===== config.mk =====
export PLATFORM = sky130hd
export DESIGN_NAME = vnf_div_pipe
export DESIGN_NICKNAME = d
export VERILOG_FILES = /design/src/sv/vnf_pkg.sv /design/src/sv/vnf_div_pipe.sv
export SDC_FILE = /design/constraint.sdc
export NUM_CORES = 1
export LEC_CHECK = 0
export BUFFER_PORTS_ARGS = -buffer_cell sky130_fd_sc_hd__buf_4
export CORE_ASPECT_RATIO = 0.6
export CORE_MARGIN = 5
export CORE_UTILIZATION = 55
export DETAILED_ROUTE_END_ITERATION = 12
export PLACE_DENSITY = 0.74
export SLEW_MARGIN = 15
export SYNTH_ARGS = -nofsm -noshare
export SYNTH_HDL_FRONTEND = slang
export SYNTH_SLANG_ARGS = --single-unit

===== constraint.sdc =====
create_clock -name clock -period 2.5 [get_ports clock]
set_input_delay 0.125 -clock clock [delete_from_list [all_inputs] [get_ports clock]]
set_output_delay 0.125 -clock clock [all_outputs]
set_load 0.05 [all_outputs]

===== src/sv/vnf_pkg.sv =====
// shared types, constants and hash helpers for the fractal value noise unit
`default_nettype none
package vnf_pkg;

   localparam int MAX_OCTAVES = 8;
   localparam int FRAC_BITS   = 16;
   localparam int FR_DOWN     = (FRAC_BITS >= 16) ? FRAC_BITS - 16 : 0;
   localparam int FR_UP       = (FRAC_BITS < 16) ? 16 - FRAC_BITS : 0;

   localparam int OCT_W       = $clog2(MAX_OCTAVES + 1);
   localparam int VAL_W       = 24;
   localparam int SUM_W       = VAL_W + MAX_OCTAVES;
   localparam int CELL_STAGES = 9;
   localparam int DIV_STAGES  = SUM_W;
   localparam int LATENCY     = CELL_STAGES * MAX_OCTAVES + DIV_STAGES;

   localparam logic [31:0] MIX_K1  = 32'h7feb352d;
   localparam logic [31:0] MIX_K2  = 32'h846ca68b;
   localparam logic [31:0] GOLDEN  = 32'h9e3779b9;
   localparam logic [31:0] Z_MULT  = 32'h85ebca6b;

   localparam int CSR_IDX_W = 2;
   localparam logic [CSR_IDX_W-1:0] CSR_SEED    = 2'd0;
   localparam logic [CSR_IDX_W-1:0] CSR_OCTAVES = 2'd1;
   localparam logic [3:0] OCTAVES_RESET = 4'd4;

   typedef struct packed {
      logic             valid;
      logic [31:0]      x;
      logic [31:0]      z;
      logic [SUM_W-1:0] w;
   } item_type;

   // first, second and last step of the avalanche hash
   function automatic logic [31:0] mix_a(input logic [31:0] v);
      logic [31:0] t;
      t = v ^ (v >> 16);
      return t * MIX_K1;
   endfunction

   function automatic logic [31:0] mix_b(input logic [31:0] v);
      logic [31:0] t;
      t = v ^ (v >> 15);
      return t * MIX_K2;
   endfunction

   function automatic logic [31:0] mix_c(input logic [31:0] v);
      return v ^ (v >> 16);
   endfunction

endpackage
`default_nettype wire


===== src/sv/vnf_div_pipe.sv =====
// pipelined restoring divider, one quotient bit per stage
`default_nettype none
module vnf_div_pipe (
   input  wire logic                           clock,
   input  wire logic                           reset,
   input  wire logic                           in_valid,
   input  wire logic [vnf_pkg::SUM_W-1:0]      in_num,
   input  wire logic [vnf_pkg::MAX_OCTAVES-1:0] divisor,
   output logic                                out_valid,
   output logic [vnf_pkg::SUM_W-1:0]           out_quo
);
   import vnf_pkg::*;

   localparam int R_W = MAX_OCTAVES;

   logic             valid_ff [0:DIV_STAGES-1];
   logic [R_W-1:0]   rem_ff   [0:DIV_STAGES-1];
   logic [SUM_W-1:0] num_ff   [0:DIV_STAGES-1];
   logic [SUM_W-1:0] quo_ff   [0:DIV_STAGES-1];

   logic [R_W-1:0]   rem_src [0:DIV_STAGES-1];
   logic [SUM_W-1:0] num_src [0:DIV_STAGES-1];
   logic [SUM_W-1:0] quo_src [0:DIV_STAGES-1];
   logic [R_W:0]     trial   [0:DIV_STAGES-1];
   logic             ge      [0:DIV_STAGES-1];

   always_comb begin
      for (int k = 0; k < DIV_STAGES; k++) begin
         rem_src[k] = (k == 0) ? '0     : rem_ff[(k == 0) ? 0 : k-1];
         num_src[k] = (k == 0) ? in_num : num_ff[(k == 0) ? 0 : k-1];
         quo_src[k] = (k == 0) ? '0     : quo_ff[(k == 0) ? 0 : k-1];
         trial[k]   = {rem_src[k], num_src[k][SUM_W-1]};
         ge[k]      = trial[k] >= {1'b0, divisor};
      end
   end

   always_ff @(posedge clock) begin
      for (int k = 0; k < DIV_STAGES; k++) begin
         rem_ff[k] <= ge[k] ? R_W'(trial[k] - {1'b0, divisor}) : trial[k][R_W-1:0];
         num_ff[k] <= num_src[k] << 1;
         quo_ff[k] <= {quo_src[k][SUM_W-2:0], ge[k]};
      end
   end

   always_ff @(posedge clock) begin
      if (reset) begin
         for (int k = 0; k < DIV_STAGES; k++) begin
            valid_ff[k] <= 1'b0;
         end
      end else begin
         valid_ff[0] <= in_valid;
         for (int k = 1; k < DIV_STAGES; k++) begin
            valid_ff[k] <= valid_ff[k-1];
         end
      end
   end

   assign out_valid = valid_ff[DIV_STAGES-1];
   assign out_quo   = quo_ff[DIV_STAGES-1];

endmodule
`default_nettype wire


Word-level counts from Yosys, hierarchy flattened. Memory sizes are Yosys's and may differ from the RTL's. Cells that the tools add are included.

Word-level logic and storage cells: 167. Memories kept: 4. RAM bits: 2304. Output and inout port bits: 33. Bits in registers: 0. Input bits: 43.

Multiplexer cells: 67. Add/subtract/negate cells: 32. Bitwise operators: 32. Order comparisons: 32.

Memories: quo_ff (words 32, bits a word 32, rd ports 32, clocked after Yosys merged registers in 0, wr ports 32, line vnf_div_pipe.sv:19) `logic [SUM_W-1:0] quo_ff [0:DIV_STAGES-1];`; num_ff (words 32, bits a word 31, rd ports 31, clocked after Yosys merged registers in 0, wr ports 32, line vnf_div_pipe.sv:18) `logic [SUM_W-1:0] num_ff [0:DIV_STAGES-1];`; rem_ff (words 32, bits a word 8, rd ports 31, clocked after Yosys merged registers in 0, wr ports 32, line vnf_div_pipe.sv:17) `logic [R_W-1:0] rem_ff [0:DIV_STAGES-1];`; valid_ff (words 32, bits a word 1, rd ports 32, clocked after Yosys merged registers in 0, wr ports 32, line vnf_div_pipe.sv:16) `logic valid_ff [0:DIV_STAGES-1];`.

Operators by type and width (count): $ge 9x8->1 (31); $mux 8 (32); $sub 8x8->8 (31); $mux 1 (35); $or 1x1->1 (32); $ge 1x8->1 (1); $sub 1x8->8 (1).

Depth between registers and ports, before layout. Gate-level depths: netlist (run 1).

Word-level depth: 3. Gate-level depth with buffers: 9. Mapped depth without buffers: 8.

Worst setup path before layout (run 1). No wires, ideal clock.

Kind: input -> register. From: input divisor[4] (netlist bit). To: memory rem_ff[0][58] (netlist bit). Required time: 2.379 ns. Buffers on the path: 0. Library setup time: 0.121 ns. Stages: 7. Setup slack: -0.011 ns. Arrival: 2.390 ns. Path through: inv_1 -> ha_1 -> a21o_1 -> a31oi_1 -> o31ai_1 -> a211oi_4 -> mux2_2.

RTL lines: start, declared (line vnf_div_pipe.sv:8) `input wire logic [vnf_pkg::MAX_OCTAVES-1:0] divisor,`; end, declared (line vnf_div_pipe.sv:17).

==> out/results.ini, run 1 <==
[pwr]
ir_drop_uv = 664
p_leak_uw = 0.0199
p_per_area_nw_per_um2 = 1380

[timing]
fmax_mhz = 409
holdWs_ns = 0.0647
timing.slew.headroom = 0.515
min_period_over_period = 0.979
setup_ws_ns = 0.0521
hold_viol = 0
rsz0062_at_grt = no
maxSlewViolCount = 0
tightest_slew_ns = 0.710
finalSetupViolations = 0
post-route-min-period_ns = 2.45
clock_skew_ns = 0.0178

[clock_tree]
clkLatencyLatePin_ns = 0.68
cts_buffer_depth = 3
cts_tree = built
cts_sinks = 1304
clk_pin_slew_ns = 0.07
htree_num_levels = 3
cts_made_buffers = 103
root_buffer = clkbuf_16
post_cts_resized = 0

[routing]
post-route-drc-count = 0
postRouteAntennaNets = 0
dr.first_iter.drc_count = 1637
firstDrtPassIters = 9
num_vias = 22436
drt-wirelength-per-cell_um = 15.6
viasPerCell = 5.10
wl_mm = 68.9

[die]
chipHeight_um = 219
core-area_sq_um = 72100
die_x_um = 359
start_util = 0.558
dieArea_sq_um = 78800
pin_count = 76
num_rows = 76

[synth]
netlist_area_sq_um = 40200
yosysWarnings = 0
avgSynthCellArea_sq_um = 13.0
synth_edf_count = 0
ys_ff_latch = 1304
yosys-top-cells-area = dfxtp_1, ha_1, mux2_2, mux2i_1, xnor2_1
synth_cell_types = 58
yosys.area.top_type = dfxtp_1
netlist_instances = 3097
synth_top_area_frac = 0.649
synthMostInstantiatedCell = dfxtp_1
synthTopCellsByCount = dfxtp_1, ha_1, mux2_2, inv_1, a21oi_1
async_flop_share = 0
seq_area_frac_synth = 0.649
yosys_most_used_dff = dfxtp_1
syn_nets = 3420

[cells_and_area]
syn_to_final_growth_pct = 15.4
diodes = 0
nets = 3662
post-route-util = 0.644
drive_above_1_share = 0.154

[critical_path]
crit_type = flop to flop
crit_fanout = 8
crit_path_end_kind = flop
critPathLaunchType = flop
required_ns = 3.05
arrival_ns = 3.00

[global_routing]
grt_pass1_vias = 22709
grt_first_pass_wirelength_mm = 115
grt_use_total = 0.177
grt_max_degree = 36
antenna_found_initial = 0
grt_overflow = 0

[run]
maxCapViolCount = 0

[placed_design]
pre_cts_ws_ns = -0.123
place_congestion = 0.879
numPortBuffers = 75
hpwl_mm = 45.6

[min_path]
hold_path.class = primary input to flop

[run_status]
status = finished clean

## path summary, 6_finish.rpt
check / start / to / slack, ns / depth (start not counted)
worst max-delay path: rem_ff[0][27] / rem_ff[0][39] / 0.05 / 6
worst min-delay path: divisor[3] / rem_ff[0][2] / 0.06 / 4
worst max register to register: rem_ff[0][27] / rem_ff[0][39] / 0.05 / 6
worst min register to register: num_ff[0][37] / num_ff[0][69] / 0.31 / 0
## critical path: stages (launching register included)
cell      delay [ns]
dfxtp_1         0.31
ha_1            0.32
a21o_1          0.22
a211oi_1        0.41
o21ai_1         0.21
a311o_1         0.52
mux2_2          0.34
## per-stage QoR
step / cell area (sq um) / cells / setup TNS [ns] / power [uW]
2_1_floorplan: 40200 / 3097 / 0 / 42500
3_3_place_gp: 42400 / 4169 / -0.244 / 46300
3_5_place_dp: 42400 / 4169 / -0.859 / 47200
4_1_cts: 46400 / 4401 / 0 / 64300
5_1_grt: 46400 / 4401 / 0 / 67900
6_report: 46400 / 4401 / 0 / 64000
## routing by layer
| metal | vias up | GRT usage | wire [um] |
|---|---|---|---|
| li1 | 11236 | - | - |
| met1 | 10463 | 0.260 | 35000 |
| met2 | 571 | 0.264 | 28400 |
| met3 | 166 | 0.0330 | 3670 |
| met4 | 0 | 0.0570 | 1800 |
| met5 | - | 0 | 0 |
## layout by cell type (no fill, tap or decap), drive strengths merged, types with 39 or more instances in the layout
cell and instances:
a21o 59, a21oi 125, buf 156, clkbuf 134, dfxtp 1304, dlygate4sd3 40
ha 250, inv 141, mux2 163, mux2i 74, nand2 39, nand2b 61
nand3 54, nor2 120, nor2b 89, o21ai 118, xnor2 75
## final cells by class
type,count,area (sq um)
Clock buffer,134,2880
Clock inverter,58,698
Fill cell,5257,25700
Inverter,130,492
Multi-Input combinational cell,1604,13300
Sequential cell,1304,26100
Tap cell,975,1220
Timing Repair Buffer,196,1760
## power by group
group          internal (uW)  switching (uW)  total [uW]
clock network           9390            7370       16800
logic                   9210            9670       18900
registers              26300            2040       28300
total                  44900           19100       64000
## timing repair
action / in CTS / in global routing
endpoints found under the hold margin: 73 / 0
hold buffers: 40 / 0
setup buffers: 0 / 0
## sequential cells by signal, indices dropped and copies added (netlist names)
name / flops
quo_ff: 528
num_ff: 496
valid_ff: 32
rem_ff: 248
## cell families after synthesis
family,share of synthesized area
mux,0.0641
flops,0.649
fa+ha+maj,0.0927
xor+xnor,0.0226
simple gates,0.0609
compound gates,0.0895
buf+inv,0.0211
Note: power is estimated with default switching activity, not from simulation.
==> run 2: changes to the inputs <==
--- a/config.mk
+++ b/config.mk
@@ -8,9 +8,9 @@
 export BUFFER_PORTS_ARGS = -buffer_cell sky130_fd_sc_hd__buf_4
 export CORE_ASPECT_RATIO = 0.6
 export CORE_MARGIN = 5
-export CORE_UTILIZATION = 55
+export CORE_UTILIZATION = 60
 export DETAILED_ROUTE_END_ITERATION = 12
-export PLACE_DENSITY = 0.74
+export PLACE_DENSITY = 0.77
 export SLEW_MARGIN = 15
 export SYNTH_ARGS = -nofsm -noshare
 export SYNTH_HDL_FRONTEND = slang
==> constraint.sdc (replaced) <==
create_clock -name clock -period 2.8 [get_ports clock]
set_input_delay 0.14 -clock clock [delete_from_list [all_inputs] [get_ports clock]]
set_output_delay 0.14 -clock clock [all_outputs]
set_load 0.05 [all_outputs]
==> run 2 against run 1 <==
- setup slack improved by 0.20 ns
- clock-buffer cell count rose by 4
- power decreased by 11%
- hold slack improved by 0.0076 ns
- non-clock buffer count down 47
- via count is 0.82% lower
- combinational power decreased by 12%
- wire length about the same
- core utilization is 4.9 points higher
- clock skew increased by 0.0023 ns
- die area down 8.0%
- register-to-register slack better by 0.55 ns
- critical endpoint is now rem_ff[0][0]
- highest routed layer unchanged
==> out/results.ini, run 2 (same netlist as run 1, synthesis figures left out) <==
[run_status]
status = finished clean

[routing]
num_vias = 22251
firstDrtPassIters = 6
viasPerCell = 5.20
postRouteAntennaNets = 0
wl_mm = 68.8
post-route-drc-count = 0
dr.first_iter.drc_count = 1210
drt-wirelength-per-cell_um = 16.1

[placed_design]
numPortBuffers = 75
pre_cts_ws_ns = 0.227
hpwl_mm = 43.9
place_congestion = 0.867
dp_cells = 4048

[cells_and_area]
diodes = 0
layout_commonest_cell = dfxtp_1
syn_to_final_growth_pct = 14.3
largest-register = quo_ff
largest_reg_flops = 528
post-route-util = 0.693
nets = 3615
drive_above_1_share = 0.142
instances_no_fill = 4278
final_cell_mix = dfxtp_1, ha_1, mux2_2, inv_1, a21oi_1
largestRegisters = quo_ff: 528 flops, num_ff: 496 flops, rem_ff: 248 flops

[critical_path]
crit_end = rem_ff[0][0]
critPathLaunch = in_num[31]
required_ns = 3.35
worst_r2r_path_depth = 7
worstReg2RegStart = num_ff[1][433]
arrival_ns = 3.10
crit_type = primary input to flop
critPathLaunchType = primary input
crit_path_end_kind = flop
crit_fanout = 4
reg2reg_to = rem_ff[1][116]
r2r_slack_ns = 0.60

[run]
maxCapViolCount = 0

[timing]
min_period_over_period = 0.911
rsz0062_at_grt = no
timing.slew.headroom = 0.559
tightest_slew_ns = 0.645
setup_tns_ns = 0
finalSetupViolations = 0
fmax_mhz = 392
clock_skew_ns = 0.0201
hold_viol = 0
maxSlewViolCount = 0
setup_ws_ns = 0.249
post-route-min-period_ns = 2.55

[die]
pin_count = 76
start_util = 0.606
core-area_sq_um = 66300
num_rows = 73
die_x_um = 344
dieArea_sq_um = 72500
chipHeight_um = 211

[clock_tree]
cts_tree = built
cts_sinks = 1304
cts_made_buffers = 103
cts_buffer_depth = 3
cts_setup_buffers = 0
clk_pin_slew_ns = 0.07
clkLatencyLatePin_ns = 0.67
htree_num_levels = 3
root_buffer = clkbuf_16

[pwr]
ir_drop_uv = 827
p_leak_uw = 0.0197
p_per_area_nw_per_um2 = 1240

[global_routing]
antenna_found_initial = 0
grt_max_degree = 36
grt_use_total = 0.191
grt_first_pass_wirelength_mm = 113
grt_pass1_vias = 22422
grt_overflow = 0

[min_path]
hold_path.class = primary input to flop
hold_start = divisor[3]

run 2: cell count changes in the layout (fill, tap and decap cells not counted), moves of 3 or more:
cell,delta
buf_4,-41
buf_12,-5
clkinv_2,-5
clkinvlp_4,-5
bufinv_16,+3
clkbuf_8,+3
clkinv_8,+3
run 2: worst min-delay path by stage:
stage,endpoint,cells after the start
after floorplan,num_ff[0][0],0
after global placement,num_ff[0][19],1
after detailed placement,num_ff[0][28],1
after CTS,rem_ff[0][2],4
after global routing,rem_ff[0][2],4
final,rem_ff[0][2],4
run 2: power breakdown:
group | switching (uW) | total, uW | leakage (uW) | internal [uW]
Clock | 6480 | 15100 | 0.00178 | 8660
Sequential | 1840 | 25300 | 0.0109 | 23500
Combinational | 8580 | 16600 | 0.00701 | 7980
run 2: through the flow:
| stage | cell area (sq um) | hold WS (ns) | total power [uW] |
|---|---|---|---|
| finish | 46000 | 0.0723 | 57000 |
| global route | 46000 | 0.0772 | 60400 |
| CTS | 46000 | 0.0245 | 57300 |
| detailed placement | 41900 | 0.246 | 41800 |
| floorplan | 40200 | 0.168 | 38000 |
| global placement | 41900 | 0.245 | 41200 |
run 2: what timing repair did:
action,4_1_cts,5_1_grt
resized for setup,0,0
hold endpoints to repair,71,0
hold buffers,39,0
run 2: critical path, stage by stage:
cell	delay (ns)
dlygate4sd3_1	0.54
buf_4	0.11
inv_1	0.03
ha_1	0.20
inv_1	0.06
ha_1	0.20
a21oi_1	0.06
or4_1	0.47
nand2_1	0.11
dlygate4sd3_1	0.55
o21ai_0	0.07
dlygate4sd3_1	0.55
run 2: area by class of cell:
type                            count  area (sq um)
Clock inverter                     53           737
Sequential cell                  1304         26100
Multi-Input combinational cell   1604         13300
Inverter                          130           488
Timing Repair Buffer              149          1340
Clock buffer                      138          2900
Tap cell                          900          1130
Fill cell                        4601         20400
run 2: per-layer routing:
metal  global-route usage  part of all wire
met1                0.282              0.51
met2                0.285              0.42
met3               0.0395             0.052
met4               0.0600             0.025
met5                    0                 0
